## src/rtl/core/hsvrgb_pkg.sv

```systemverilog
// Shared types and constants for the HSV to RGB converter.
// No dependencies; imported by every module of the block.
package hsvrgb_pkg;

	// Hue units per 60 degree sector (1/64 degree each)
	localparam logic [14:0] SECTOR_UNITS = 15'd3840;
	// Number of sector boundaries a 15-bit hue can cross
	localparam int SECTOR_MAX = 8;
	// Fixed-point one for saturation and value
	localparam logic [8:0] ONE_8 = 9'd256;
	// Fraction reciprocal: f16 = (rem * FRAC_RECIP) >> FRAC_SHIFT == rem*256/15
	localparam logic [19:0] FRAC_RECIP = 20'd559241;
	localparam int FRAC_SHIFT = 15;
	// Fixed-point one at scale 2^24 and 2^16
	localparam logic [24:0] ONE_24 = 25'h100_0000;
	localparam logic [16:0] ONE_16 = 17'h1_0000;
	// Cycles from request acceptance to result strobe
	localparam int PIPE_LATENCY = 5;

	// Sector codes; anything above SECT_4 routes as the last sector
	localparam logic [3:0] SECT_0 = 4'd0;
	localparam logic [3:0] SECT_1 = 4'd1;
	localparam logic [3:0] SECT_2 = 4'd2;
	localparam logic [3:0] SECT_3 = 4'd3;
	localparam logic [3:0] SECT_4 = 4'd4;

	// Sector decode result handed to the pipeline
	typedef struct packed {
		logic [3:0]  sector;
		logic [11:0] rem;
	} sector_info_t;

endpackage

```

## src/rtl/core/hsvrgb_sector.sv

```systemverilog
// Hue sector decode: sector = hue / 3840 and the remainder within it.
// Depends on hsvrgb_pkg.
module hsvrgb_sector import hsvrgb_pkg::*; (
	input  logic [14:0]  hue,
	output sector_info_t info
);

	logic [SECTOR_MAX-1:0] above;
	logic [3:0]            sector;
	logic [14:0]           base;
	logic [14:0]           diff;

	// Compare hue against every sector boundary in parallel
	always_comb begin
		for (int k = 0; k < SECTOR_MAX; k++) begin
			above[k] = (hue >= 15'(k + 1) * SECTOR_UNITS);
		end
	end

	// Boundaries are monotonic, so the count of crossed ones is the sector
	always_comb begin
		sector = 4'd0;
		for (int k = 0; k < SECTOR_MAX; k++) begin
			sector = sector + {3'd0, above[k]};
		end
	end

	// Subtract the sector base to get the remainder
	assign base = {11'd0, sector} * SECTOR_UNITS;
	assign diff = hue - base;

	assign info.sector = sector;
	assign info.rem    = diff[11:0];

endmodule

```

## src/rtl/core/hsv_to_rgb_converter.sv

```systemverilog
// HSV to RGB converter, top level: a five stage pipeline.
// An accepted request's result moves through the stage 1 to stage 5 registers and is shown with done.
// Throughput: one request per cycle; busy is tied low.
// The receiver cannot stall; every result is strobed for exactly one cycle.
// Reset (arst_n low, asynchronous) clears all stage valid bits; data regs hold.
// Depends on hsvrgb_pkg and hsvrgb_sector.
module hsv_to_rgb_converter import hsvrgb_pkg::*; (
	input  logic        clk,
	input  logic        arst_n,
	input  logic        start,
	output logic        busy,
	input  logic [14:0] hue,
	input  logic [8:0]  saturation,
	input  logic [8:0]  brightness,
	output logic        done,
	output logic [7:0]  red,
	output logic [7:0]  green,
	output logic [7:0]  blue
);

	logic         accept;
	sector_info_t sec_info;
	logic [8:0]   sat_cl;
	logic [8:0]   val_cl;

	// Stage 1: clamped inputs and sector decode
	logic         vld_s1;
	logic [3:0]   sector_s1;
	logic [11:0]  rem_s1;
	logic [8:0]   sat_s1;
	logic [8:0]   val_s1;

	// Stage 2: fraction, p product, value channel
	logic         vld_s2;
	logic [3:0]   sector_s2;
	logic [15:0]  frac_s2;
	logic [8:0]   sat_s2;
	logic [8:0]   val_s2;
	logic [16:0]  p_raw_s2;
	logic [7:0]   cv_s2;
	logic [31:0]  frac_prod;
	logic [17:0]  p_prod;
	logic [16:0]  cv_prod;

	// Stage 3: complements for q and t, p channel
	logic         vld_s3;
	logic [3:0]   sector_s3;
	logic [8:0]   val_s3;
	logic         gray_s3;
	logic [24:0]  aq_s3;
	logic [24:0]  at_s3;
	logic [7:0]   cp_s3;
	logic [7:0]   cv_s3;
	logic [24:0]  sf;
	logic [16:0]  frac_c;
	logic [25:0]  sfc;
	logic [25:0]  p_scaled;

	// Stage 4: q and t products
	logic         vld_s4;
	logic [3:0]   sector_s4;
	logic         gray_s4;
	logic [32:0]  q_raw_s4;
	logic [32:0]  t_raw_s4;
	logic [7:0]   cp_s4;
	logic [7:0]   cv_s4;
	logic [33:0]  q_prod;
	logic [33:0]  t_prod;

	// Stage 5: outputs
	logic         vld_s5;
	logic [7:0]   red_s5;
	logic [7:0]   green_s5;
	logic [7:0]   blue_s5;
	logic [40:0]  q_scaled;
	logic [40:0]  t_scaled;
	logic [7:0]   cq;
	logic [7:0]   ct;
	logic [7:0]   r_n;
	logic [7:0]   g_n;
	logic [7:0]   b_n;

	// Accept a request every cycle
	assign busy   = 1'b0;
	assign accept = start & ~busy;

	hsvrgb_sector u_sector (
		.hue  (hue),
		.info (sec_info)
	);

	// Saturate saturation and value at 1.0
	assign sat_cl = (saturation > ONE_8) ? ONE_8 : saturation;
	assign val_cl = (brightness > ONE_8) ? ONE_8 : brightness;

	// Advance valid bits
	always_ff @(posedge clk or negedge arst_n) begin
		if (!arst_n) begin
			vld_s1 <= 1'b0;
			vld_s2 <= 1'b0;
			vld_s3 <= 1'b0;
			vld_s4 <= 1'b0;
			vld_s5 <= 1'b0;
		end else begin
			vld_s1 <= accept;
			vld_s2 <= vld_s1;
			vld_s3 <= vld_s2;
			vld_s4 <= vld_s3;
			vld_s5 <= vld_s4;
		end
	end

	// Stage 1: capture the request
	always_ff @(posedge clk) begin
		if (accept) begin
			sector_s1 <= sec_info.sector;
			rem_s1    <= sec_info.rem;
			sat_s1    <= sat_cl;
			val_s1    <= val_cl;
		end
	end

	// Stage 2: fraction by reciprocal, p = v(1-s), value channel
	assign frac_prod = {20'd0, rem_s1} * {12'd0, FRAC_RECIP};
	assign p_prod    = {9'd0, val_s1} * {9'd0, ONE_8 - sat_s1};
	assign cv_prod   = ({8'd0, val_s1} << 8) - {8'd0, val_s1};

	always_ff @(posedge clk) begin
		if (vld_s1) begin
			sector_s2 <= sector_s1;
			frac_s2   <= frac_prod[FRAC_SHIFT +: 16];
			sat_s2    <= sat_s1;
			val_s2    <= val_s1;
			p_raw_s2  <= p_prod[16:0];
			cv_s2     <= cv_prod[15:8];
		end
	end

	// Stage 3: 1 - s*f and 1 - s*(1-f) at scale 2^24, p channel
	assign sf       = {16'd0, sat_s2} * {9'd0, frac_s2};
	assign frac_c   = ONE_16 - {1'b0, frac_s2};
	assign sfc      = {17'd0, sat_s2} * {9'd0, frac_c};
	assign p_scaled = ({9'd0, p_raw_s2} << 8) - {9'd0, p_raw_s2};

	always_ff @(posedge clk) begin
		if (vld_s2) begin
			sector_s3 <= sector_s2;
			val_s3    <= val_s2;
			gray_s3   <= (sat_s2 == 9'd0);
			aq_s3     <= ONE_24 - sf;
			at_s3     <= ONE_24 - sfc[24:0];
			cp_s3     <= p_scaled[23:16];
			cv_s3     <= cv_s2;
		end
	end

	// Stage 4: scale q and t by value
	assign q_prod = {25'd0, val_s3} * {9'd0, aq_s3};
	assign t_prod = {25'd0, val_s3} * {9'd0, at_s3};

	always_ff @(posedge clk) begin
		if (vld_s3) begin
			sector_s4 <= sector_s3;
			gray_s4   <= gray_s3;
			q_raw_s4  <= q_prod[32:0];
			t_raw_s4  <= t_prod[32:0];
			cp_s4     <= cp_s3;
			cv_s4     <= cv_s3;
		end
	end

	// Stage 5: channels are floor(x*255 / 2^32); route by sector
	assign q_scaled = ({8'd0, q_raw_s4} << 8) - {8'd0, q_raw_s4};
	assign t_scaled = ({8'd0, t_raw_s4} << 8) - {8'd0, t_raw_s4};
	assign cq       = q_scaled[39:32];
	assign ct       = t_scaled[39:32];

	always_comb begin
		case (sector_s4)
			SECT_0: begin
				r_n = cv_s4; g_n = ct;    b_n = cp_s4;
			end
			SECT_1: begin
				r_n = cq;    g_n = cv_s4; b_n = cp_s4;
			end
			SECT_2: begin
				r_n = cp_s4; g_n = cv_s4; b_n = ct;
			end
			SECT_3: begin
				r_n = cp_s4; g_n = cq;    b_n = cv_s4;
			end
			SECT_4: begin
				r_n = ct;    g_n = cp_s4; b_n = cv_s4;
			end
			default: begin
				r_n = cv_s4; g_n = cp_s4; b_n = cq;
			end
		endcase
		// Zero saturation is plain gray
		if (gray_s4) begin
			r_n = cv_s4;
			g_n = cv_s4;
			b_n = cv_s4;
		end
	end

	always_ff @(posedge clk) begin
		if (vld_s4) begin
			red_s5   <= r_n;
			green_s5 <= g_n;
			blue_s5  <= b_n;
		end
	end

	assign done  = vld_s5;
	assign red   = red_s5;
	assign green = green_s5;
	assign blue  = blue_s5;

endmodule

```

## config.mk

```make
export PLATFORM = sky130hd
export DESIGN_NAME = hsv_to_rgb_converter
export DESIGN_NICKNAME = d
export VERILOG_FILES = /design/src/rtl/core/hsvrgb_pkg.sv /design/src/rtl/core/hsvrgb_sector.sv /design/src/rtl/core/hsv_to_rgb_converter.sv
export SDC_FILE = /design/constraint.sdc
export NUM_CORES = 2
export LEC_CHECK = 0
export BUFFER_PORTS_ARGS = -buffer_cell sky130_fd_sc_hd__buf_2
export CAP_MARGIN = 5
export CORE_AREA = 5 5 288 290
export CTS_BUF_LIST = sky130_fd_sc_hd__clkbuf_8 sky130_fd_sc_hd__clkbuf_16
export CTS_CLUSTER_SIZE = 24
export DETAILED_ROUTE_END_ITERATION = 8
export DIE_AREA = 0 0 293 295
export GPL_ROUTABILITY_DRIVEN = 0
export PLACE_DENSITY = 0.74
export SKIP_CTS_REPAIR_TIMING = 1
export SLEW_MARGIN = 25
export SYNTH_ARGS = -nofsm -noshare
export SYNTH_HDL_FRONTEND = slang
export SYNTH_SLANG_ARGS = --single-unit
```

## constraint.sdc

```tcl
create_clock -name clk -period 6.16 [get_ports clk]
set_clock_uncertainty 0.05 [all_clocks]
set_input_delay 0.616 -clock clk [delete_from_list [all_inputs] [get_ports clk]]
set_output_delay 0.616 -clock clk [all_outputs]
set_load 0.01 [all_outputs]
```

==> impl_metrics.ini <==
[run_status]
run_status = finished, violations left
violations = setup timing

[sta]
fmax_mhz = 161.0
layout_setup_ws_ns = -0.04959
hold_violations = 0
setup_tns_ns = -0.08544
period_needed_ns = 6.210
max_slew.worst_pin.slew_ns = 1.001
holdWs_ns = 0.1884
fin_crit_sh = 1.008
relSlewSlack = 0.3328
grt_setup_unrepaired = yes
slew_viol_final = 0
setup_violations = 2

[logic_synthesis]
synth_top_area_share = 0.2980
synth_flop_cell = edfxtp_1
synth_area_mm2 = 0.03963
ys_ff_latch = 291
synth_edf_count = 286
synthTopCellsByArea = fa_1, edfxtp_1, ha_1
yosysSeqAreaShare = 0.2199
synthCells = 4047
async_flop_share = 0.01718
synth_nets = 5067
synth_largest_area_cell = fa_1
yosysWarnings = 0
avgSynthCellArea_um2 = 9.793
synth_cell_types = 86

[routing]
ant_nets = 0
wl_per_cell_um = 16.71
drt_first_pass_iters = 5
drc = 0
drt-initial-drc-count = 2111
wl_mm = 86.62
via_count = 27920
vias_per_cell = 5.388

[setup_path]
worstPathRequired_ns = 6.40
cp_max_fo = 3
worstPathArrival_ns = 6.45
cp-end-kind = flip-flop
crit_type = flip-flop to flip-flop
startpoint_type = flip-flop

[clocking]
clock_sinks = 291
htreeDepth = 2
path_clk_slew_ns = 0.06
cts_buffer_depth = 3
insertion_delay_ns = 0.57
cts_buffers = 34
cts-root-buf = clkbuf_16
cts_tree = built

[run]
max_cap_viol_count = 0

[floorplanning]
die_y_um = 295
io_pins = 62
core_mm2 = 0.08003
num_rows = 104
die-area_mm2 = 0.08644
start_util = 0.4952
die_x_um = 293

[hold_path]
hp-class = input pin to flip-flop

[global_route]
gr-usage-all-layers = 0.2013
grt_max_degree = 81
grt_pass1_vias = 28730
grt.overflow.total = 0
antenna_found_initial = 1
grt_pass1_wl_mm = 144.4

[cells_and_area]
n_antenna_cell = 0
area_delta_synth_final_pct = 9.487
final_nets = 5117
finalNonFillerCells = 5183
final_common_cell = inv_1
mostFrequentLayoutCells = inv_1, fa_1, nand2_1
drive_gt1_frac = 0.08028
nFillCells = 6952

[place]
dp_hpwl_mm = 68.89
dp_slack_ns = -0.2997
place_inst = 5107
port_buffers = 60
-- through the flow --
step                area, um2  utilization
global route            43390       0.5422
global placement        41570       0.5195
floorplan               39680            -
finish                  43390       0.5422
CTS                     42760       0.5344
detailed placement      41570       0.5195
-- registers in the layout, summed over array words and instances, names as in the netlist, 9 cells and up --
signal and count:
t_raw_s4 32, val_s3 9, val_s1 9, q_raw_s4 33
p_raw_s2 17, sat_s1 9, rem_s1 12, frac_s2 16
sat_s2 9, val_s2 9, aq_s3 25, at_s3 24
-- final cells by class --
| cell class | count | area, um2 | area share |
|---|---|---|---|
| sequential | 291 | 8722 | 0.2010 |
| clock inverter | 28 | 340.3 | 0.007843 |
| tap | 1060 | 1326 | 0.03057 |
| timing repair buffer | 177 | 1384 | 0.03189 |
| multi-input combinational | 2889 | 28120 | 0.6482 |
| inverter | 704 | 2643 | 0.06090 |
| clock buffer | 34 | 850.8 | 0.01961 |
-- synthesized netlist by cell type (15+ instances only) --
cell and number:
or3_1 18, o21a_1 26, buf_1 23, and3_1 27, nor3_1 40, a21oi_1 107, a31oi_1 16, and2_1 371
nor2b_1 39, nor2_1 140, nand2b_1 18, nand3_1 29, a211oi_1 19, nor4_1 15, edfxtp_1 286, a21o_1 41
clkbuf_1 138, o21ai_0 71, nand4_1 15, ha_1 394, xor2_1 41, inv_1 704, xnor2_1 133, nand2_1 540
fa_1 590
-- path summary, 6_finish.rpt --
path	from	endpoint	slack (ns)	cells after the start
min in group asynchronous	arst_n	done	0.36	2
max in group asynchronous	arst_n	vld_s1	5.53	2
worst max-delay path	frac_s2[4]	at_s3[24]	-0.05	24
worst min register to register	val_s2[2]	val_s3[2]	0.36	0
worst min-delay path	hue[7]	rem_s1[7]	0.19	1
worst max register to register	frac_s2[4]	at_s3[24]	-0.05	24
-- critical path, stage by stage, from the launching register on --
cell and delay, ns:
edfxtp_1 0.40, or3_4 0.41, buf_6 0.13, nor3_4 0.12
nand2b_1 0.12, buf_4 0.16, or3_4 0.37, nor2_4 0.11
xnor2_2 0.09, and2_4 0.17, fa_1 0.53, inv_1 0.05
fa_1 0.52, fa_1 0.44, fa_1 0.56, ha_4 0.22
ha_4 0.28, nand2_1 0.09, nor3_2 0.22, o21ai_2 0.14
a311oi_4 0.27, o21ai_2 0.12, a21oi_2 0.18, o22ai_2 0.08
xnor2_1 0.13
-- kinds of logic (layout without fill, tap and decap cells) --
family | count (synthesis) | in the layout | share of synthesized area
compound gates | 434 | 434 | 0.07530
xor+xnor | 174 | 174 | 0.03845
fa+ha+maj | 984 | 984 | 0.4224
buf+inv | 867 | 943 | 0.08224
flops | 291 | 291 | 0.2199
mux | 5 | 5 | 0.001263
other cells | 1 | 1 | 0.00009462
simple gates | 1291 | 1291 | 0.1604
-- metal layers --
layer	up-vias	wire, um	global-route usage
met1	13840	38330	0.2850
met4	0	2498	0.06061
met2	909	39710	0.3220
li1	13030	-	-
met5	-	0	0
met3	151	6090	0.03425
Power is not shown: default switching activity piles up to over one toggle a cycle in this logic, so the estimate is an artifact.
